--- src/rtl/oaht_pkg.sv ---
// Shared constants for the open-addressed hash table: request and status
// codes, default sizes and probe constants. No dependencies.
package oaht_pkg;

  localparam int TABLE_BITS_DEF = 10;
  localparam int KEY_BITS_DEF   = 64;
  localparam int VALUE_BITS_DEF = 64;

  localparam int HASH_W   = 64;
  localparam int ACT_W    = 4;
  localparam int PERT_SH  = 5;
  localparam int PERT_W   = HASH_W - PERT_SH;
  localparam int REQ_W    = 2;
  localparam int STAT_W   = 3;
  localparam int EXTRA_PROBES = 16;

  localparam logic [ACT_W-1:0] ACT_RESET = 4'd10;

  localparam logic [REQ_W-1:0] REQ_INSERT = 2'd0;
  localparam logic [REQ_W-1:0] REQ_LOOKUP = 2'd1;
  localparam logic [REQ_W-1:0] REQ_NEXT   = 2'd2;
  localparam logic [REQ_W-1:0] REQ_CLEAR  = 2'd3;

  localparam logic [STAT_W-1:0] ST_NEW      = 3'd0;
  localparam logic [STAT_W-1:0] ST_REPLACED = 3'd1;
  localparam logic [STAT_W-1:0] ST_FOUND    = 3'd2;
  localparam logic [STAT_W-1:0] ST_NOTFOUND = 3'd3;
  localparam logic [STAT_W-1:0] ST_FULL     = 3'd4;
  localparam logic [STAT_W-1:0] ST_END      = 3'd5;
  localparam logic [STAT_W-1:0] ST_CLEARED  = 3'd6;

endpackage

--- src/rtl/oaht_step.sv ---
// Probe step unit: shifts the perturbation and forms the next slot index.
// Depends on oaht_pkg.
module oaht_step import oaht_pkg::*; #(
  parameter int TABLE_BITS = TABLE_BITS_DEF
) (
  input  logic [TABLE_BITS-1:0] idx,
  input  logic [PERT_W-1:0]     pert,
  input  logic [TABLE_BITS-1:0] mask,
  output logic [TABLE_BITS-1:0] idx_nxt,
  output logic [PERT_W-1:0]     pert_nxt
);

  logic [TABLE_BITS-1:0] sum;

  always_comb begin
    pert_nxt = pert >> PERT_SH;
    // 5*i + perturb + 1, modulo the active table size (mask)
    sum = (idx << 2) + idx + pert_nxt[TABLE_BITS-1:0] + {{(TABLE_BITS-1){1'b0}}, 1'b1};
    idx_nxt = sum & mask;
  end

endmodule
--- config.mk ---
export PLATFORM = sky130hd
export DESIGN_NAME = oaht_step
export DESIGN_NICKNAME = d
export VERILOG_FILES = /design/src/rtl/oaht_pkg.sv /design/src/rtl/oaht_step.sv
export SDC_FILE = /design/constraint.sdc
export NUM_CORES = 1
export LEC_CHECK = 0
export ABC_CLOCK_PERIOD_IN_PS = 4400
export BUFFER_PORTS_ARGS = -buffer_cell sky130_fd_sc_hd__buf_2
export CORE_MARGIN = 5
export CORE_UTILIZATION = 36
export DETAILED_ROUTE_END_ITERATION = 6
export GPL_TIMING_DRIVEN = 0
export PLACE_DENSITY = 0.91
export SYNTH_ARGS = -nofsm -noshare
export SYNTH_HDL_FRONTEND = slang
export SYNTH_SLANG_ARGS = --single-unit
export TNS_END_PERCENT = 100
--- constraint.sdc ---
create_clock -name vclk -period 4.4
set_clock_uncertainty 0.05 [all_clocks]
set_input_delay 0.66 -clock vclk [all_inputs]
set_output_delay 0.66 -clock vclk [all_outputs]
set_load 0.02 [all_outputs]
==> reports/metrics.json, run 1 <==
{
  "outcome": {
    "run_status": "finished, final reports clean"
  },
  "worst_hold_path": {
    "min_to": "pert_nxt[48]",
    "holdCritPathClass": "input port to output port",
    "whs_path_depth": 2,
    "hold_path.startpoint": "pert[53]"
  },
  "placement": {
    "post-place-cells": 271,
    "buffer_ports.inserted": 94,
    "place_congestion": 0.822,
    "detailedPlacementHpwl_mm": 3.05
  },
  "cells_and_area": {
    "final_common_cell": "buf_2",
    "sequential_cell_total": 0,
    "final-seq-area_sq_um": 0,
    "layout_common_cells": "buf_2, buf_4, inv_1, ha_1, fa_1",
    "final-instance-count-excl-fill": 271,
    "flow.area_growth_from_synthesis_pct": 47.3,
    "clkbuf_count": 0,
    "post_route_cells_drive_above_1_share": 0.664,
    "fin_nets": 337,
    "n_antenna_cell": 0
  },
  "global_route": {
    "largest_net_degree_at_the_start_of_global_routing": 8,
    "overflow": 0,
    "vias_in_the_first_global_route": 1131,
    "grt_pass1_wl_mm": 4.81,
    "gr-usage-all-layers": 0.134,
    "antenna_found_initial": 0
  },
  "floorplan": {
    "dieHeight_um": 65.6,
    "boundaryPins": 148,
    "start_util": 0.371,
    "core-area_sq_um": 3000,
    "rows": 20,
    "die_width_um": 65.6,
    "floorplan.die_area_sq_um": 4310
  },
  "detailed_routing": {
    "via_count": 1210,
    "detailedRoute.firstIterationViolations": 20,
    "wire_per_inst_um": 11.8,
    "wl_met3_um": 474,
    "drt-pass1-iter-count": 4,
    "vias_per_cell": 4.46,
    "finalWirelength_mm": 3.19,
    "length_of_routed_wiring_on_met1_mm": 1.01,
    "post-route-drc-count": 0,
    "highest-signal-layer": "met4",
    "ant_nets": 0,
    "met2_wirelength_mm": 1.68
  },
  "synth": {
    "yosysTopAreaCell": "buf_4",
    "synth_xor_area_frac": 0.0236,
    "synth_cell_type_count": 37,
    "netlist_area_sq_um": 1110,
    "post_synthesis_compound_gate_area_fraction": 0.133,
    "post_synth_mux_area_share": 0.0180,
    "synth_top_cell_area_share": 0.398,
    "synth.top_cells.by_area": "buf_4, fa_1, ha_1",
    "synthesis.yosys.warnings": 0,
    "syn_inst": 140,
    "avgSynthCellArea_sq_um": 7.95,
    "synth_simple_gate_area_frac": 0.118,
    "synth_top_family_by_area": "buffers and inverters",
    "arithmetic_cell_share_of_the_synthesized_area_counting_full_adders_half_adders_and_majority_gates": 0.256,
    "synth.yosys.seq_area_share": 0
  },
  "power_and_ir_drop": {
    "pwr-share-seq": 0,
    "power_density_nw_per_um2": 180,
    "cellLeakagePower_nw": 0.994,
    "net-switching-power_uw": 162,
    "internal_power_uw": 132,
    "comb_power_share": 1.000,
    "power.switching_fraction": 0.550,
    "clock_power_share": 0,
    "power_uw": 295,
    "worst_ir_drop_vdd_mv": 0.0729
  },
  "critical_path": {
    "endpoint_class_of_the_critical_path": "output port",
    "start_kind": "input port",
    "crit_arrival_ps": 2770,
    "critPathKind": "input port to output port",
    "critical_path_peak_fanout": 3,
    "worst-endpoint-required_ps": 3690
  },
  "clock_tree": {
    "cts_post_setup_buffers_inserted": 0,
    "postCtsResizedCells": 0,
    "cts-hold-fix-buffers": 0
  },
  "sta": {
    "clock_period_minus_worst_slack_ps": 3480,
    "final-max-slew-violation-count": 0,
    "setup_violations": 0,
    "timing.setup.tns_ps": 0,
    "layout_worst_path_cycle_share": 0.790,
    "rsz0062_at_grt": "false",
    "maximum_frequency_from_static_timing_analysis_mhz": 288,
    "timing_hold_violations_final": 0
  },
  "run": {
    "drv.max_cap_violation_count": 0
  }
}
==> worst max-delay path, cell delays in order <==
cell	delay, ps
buf_2	110
inv_1	60
fa_1	560
inv_1	60
ha_1	310
a211oi_2	260
o21ai_0	160
a31oi_1	220
mux2i_1	190
buf_2	180
==> synthesized netlist by cell type <==
library cell and number:
buf_4 59, nor2b_1 2, a211oi_2 1, xnor2_1 2
o21ai_0 5, a2111oi_0 1, nor3b_1 1, a22oi_1 1
a2111o_1 1, and2b_1 1, a211oi_1 1, nor4_1 1
o21a_1 1, nor2_1 3, or3_1 1, nand2b_1 1
nand3_1 2, and2_1 1, o211ai_1 1, inv_1 15
nor3_1 1, nor4b_1 1, nor2b_4 1, mux2i_1 2
nand2_1 3, a21o_1 1, a21oi_1 1, o21bai_1 1
or2_2 1, ha_1 10, xor2_1 1, nand4_1 2
fa_1 8, o21a_2 1, o31ai_2 1, a31oi_1 3
conb_1 1
==> cell type report <==
cell class / instances / area [sq um]
timing repair buffer: 94 / 470
multi-input combinational: 70 / 629
buffer: 59 / 443
inverter: 15 / 56.3
tap: 33 / 41.3
fill: 300 / 1360
==> per-layer routing <==
layer | up-vias | global-route usage
met5 | - | 0
met4 | 0 | 0.00777
met3 | 2 | 0.0444
met2 | 76 | 0.263
met1 | 535 | 0.143
li1 | 597 | -
==> power groups by stage <==
stage          Clock, mW  Combinational [mW]  Sequential (mW)
6_report               0               0.295                0
5_1_grt                0               0.325                0
2_1_floorplan          0               0.213                0
3_5_place_dp           0               0.294                0
4_1_cts                0               0.296                0
3_3_place_gp           0               0.289                0
==> worst max-delay path by stage <==
| stage | cells past startpoint | startpoint | end | slack (ps) |
|---|---|---|---|---|
| after floorplan | 8 | idx[0] | idx_nxt[8] | 1080 |
| after global placement | 10 | idx[0] | idx_nxt[8] | 960 |
| after detailed placement | 9 | idx[2] | idx_nxt[7] | 940 |
| after CTS | 10 | idx[2] | idx_nxt[8] | 930 |
| after global routing | 10 | idx[2] | idx_nxt[8] | 720 |
| final | 10 | idx[2] | idx_nxt[8] | 920 |
==> cells by family after synthesis <==
| group | count (synthesis) |
|---|---|
| buffers and inverters | 74 |
| AND/OR/NAND/NOR | 22 |
| AO/OA/AOI/OAI | 20 |
| adder cells (fa/ha/maj) | 18 |
| XOR/XNOR | 3 |
| multiplexers | 2 |
| other | 1 |
==> stage by stage <==
stage / cell area, sq um / setup slack [ps] / util / hold slack [ps]
2_1_floorplan: 1130 / 1080 / - / 1380
3_3_place_gp: 1640 / 958 / 0.546 / 1490
3_5_place_dp: 1640 / 940 / 0.546 / 1490
4_1_cts: 1640 / 930 / 0.546 / 1490
5_1_grt: 1640 / 725 / 0.546 / 1490
6_report: 1640 / 924 / 0.546 / 1490
No activity file was read; power rests on OpenSTA's default activity.
==> run 2, diff against run 1 <==
--- a/config.mk
+++ b/config.mk
@@ -5,13 +5,13 @@
 export SDC_FILE = /design/constraint.sdc
 export NUM_CORES = 1
 export LEC_CHECK = 0
-export ABC_CLOCK_PERIOD_IN_PS = 4400
+export ABC_CLOCK_PERIOD_IN_PS = 3300
 export BUFFER_PORTS_ARGS = -buffer_cell sky130_fd_sc_hd__buf_2
 export CORE_MARGIN = 5
-export CORE_UTILIZATION = 36
+export CORE_UTILIZATION = 33
 export DETAILED_ROUTE_END_ITERATION = 6
 export GPL_TIMING_DRIVEN = 0
-export PLACE_DENSITY = 0.91
+export PLACE_DENSITY = 0.84
 export SYNTH_ARGS = -nofsm -noshare
 export SYNTH_HDL_FRONTEND = slang
 export SYNTH_SLANG_ARGS = --single-unit
==> constraint.sdc (replaced) <==
create_clock -name vclk -period 3.3
set_clock_uncertainty 0.05 [all_clocks]
set_input_delay 0.495 -clock vclk [all_inputs]
set_output_delay 0.495 -clock vclk [all_outputs]
set_load 0.02 [all_outputs]
==> reports/metrics.json, run 2 (synthesis gave the netlist of run 1 again) <==
{
  "outcome": {
    "run_status": "finished, final reports clean"
  },
  "detailed_routing": {
    "post-route-drc-count": 0,
    "detailedRoute.firstIterationViolations": 14,
    "ant_nets": 0,
    "finalWirelength_mm": 2.88,
    "vias_per_cell": 4.09,
    "drt-pass1-iter-count": 4,
    "wire_per_inst_um": 10.1,
    "via_count": 1162
  },
  "power_and_ir_drop": {
    "power_density_nw_per_um2": 235,
    "power.switching_fraction": 0.546,
    "clock_power_share": 0,
    "worst_ir_drop_vdd_mv": 0.0765,
    "pwr-share-seq": 0,
    "cellLeakagePower_nw": 0.994,
    "internal_power_uw": 177,
    "comb_power_share": 1.000,
    "net-switching-power_uw": 213
  },
  "critical_path": {
    "endpoint_class_of_the_critical_path": "output port",
    "start_kind": "input port",
    "critical_path_peak_fanout": 4,
    "crit_arrival_ps": 2590,
    "critPathKind": "input port to output port",
    "worst-endpoint-required_ps": 2750
  },
  "sta": {
    "maximum_frequency_from_static_timing_analysis_mhz": 319,
    "clock_period_minus_worst_slack_ps": 3130,
    "layout_worst_path_cycle_share": 0.949,
    "final-max-slew-violation-count": 0,
    "setup_violations": 0,
    "timing_hold_violations_final": 0,
    "timing.setup.tns_ps": 0,
    "rsz0062_at_grt": "false"
  },
  "cells_and_area": {
    "final_core_utilization": 0.500,
    "final-instance-count-excl-fill": 284,
    "fin_nets": 337,
    "layout_common_cells": "buf_2, buf_4, inv_1, ha_1, fa_1",
    "flow.area_growth_from_synthesis_pct": 48.8,
    "final.fill_count": 345,
    "sequential_cell_total": 0,
    "final-seq-area_sq_um": 0,
    "post_route_cells_drive_above_1_share": 0.664,
    "clkbuf_count": 0,
    "final_common_cell": "buf_2",
    "n_antenna_cell": 0
  },
  "global_route": {
    "grt_pass1_wl_mm": 4.11,
    "largest_net_degree_at_the_start_of_global_routing": 8,
    "vias_in_the_first_global_route": 1027,
    "gr-usage-all-layers": 0.106,
    "overflow": 0,
    "antenna_found_initial": 0
  },
  "floorplan": {
    "floorplan.die_area_sq_um": 4640,
    "rows": 21,
    "dieHeight_um": 68.1,
    "die_width_um": 68.1,
    "boundaryPins": 148,
    "core-area_sq_um": 3310,
    "start_util": 0.336
  },
  "placement": {
    "buffer_ports.inserted": 94,
    "place_congestion": 0.706,
    "post-place-cells": 284,
    "detailedPlacementHpwl_mm": 2.79
  },
  "worst_hold_path": {
    "whs_path_depth": 2,
    "holdCritPathClass": "input port to output port"
  },
  "clock_tree": {
    "cts_post_setup_buffers_inserted": 0,
    "cts-hold-fix-buffers": 0,
    "postCtsResizedCells": 0
  },
  "run": {
    "drv.max_cap_violation_count": 0
  }
}
## run 2: cell counts in the layout (fill, tap and decap cells not counted)
Identical to the previous run, type by type.
## run 2: cell type report
type / count / area, sq um / area share
buffer: 59 / 443 / 0.267
inverter: 15 / 56.3 / 0.0340
multi-input combinational: 70 / 629 / 0.380
tap: 46 / 57.6 / 0.0347
timing repair buffer: 94 / 470 / 0.284
## run 2: critical path: stages
cell and delay (ps):
buf_2 110, inv_1 60, fa_1 500, fa_1 510, nor2b_4 160, o31ai_2 100, a2111o_1 420, nand3_1 70
buf_2 170
## run 2: routing by layer
layer | GRT usage | up-vias | part of all wire
met5 | 0 | - | 0
met2 | 0.196 | 69 | 0.49
met1 | 0.126 | 493 | 0.34
li1 | - | 600 | -
met4 | 0 | 0 | 0
met3 | 0.0328 | 0 | 0.17
## run 2: metrics by stage
stage	power (mW)	area [sq um]	setup slack, ps	hold slack [ps]
final	0.390	1660	169	1160
after global routing	0.432	1660	27.9	1160
after CTS	0.395	1660	137	1160
after detailed placement	0.393	1660	140	1160
after global placement	0.386	1660	190	1160
after floorplan	0.284	1130	313	1050
## run 2: power by group through the flow
| stage | clock network (mW) | registers (mW) | logic, mW |
|---|---|---|---|
| 3_3_place_gp | 0 | 0 | 0.386 |
| 4_1_cts | 0 | 0 | 0.395 |
| 3_5_place_dp | 0 | 0 | 0.393 |
| 2_1_floorplan | 0 | 0 | 0.284 |
| 6_report | 0 | 0 | 0.390 |
| 5_1_grt | 0 | 0 | 0.432 |
## run 2: path summary, 6_finish.rpt
path	slack [ps]	to	from
worst max-delay path	170	idx_nxt[7]	idx[2]
worst min-delay path	1160	pert_nxt[18]	pert[23]
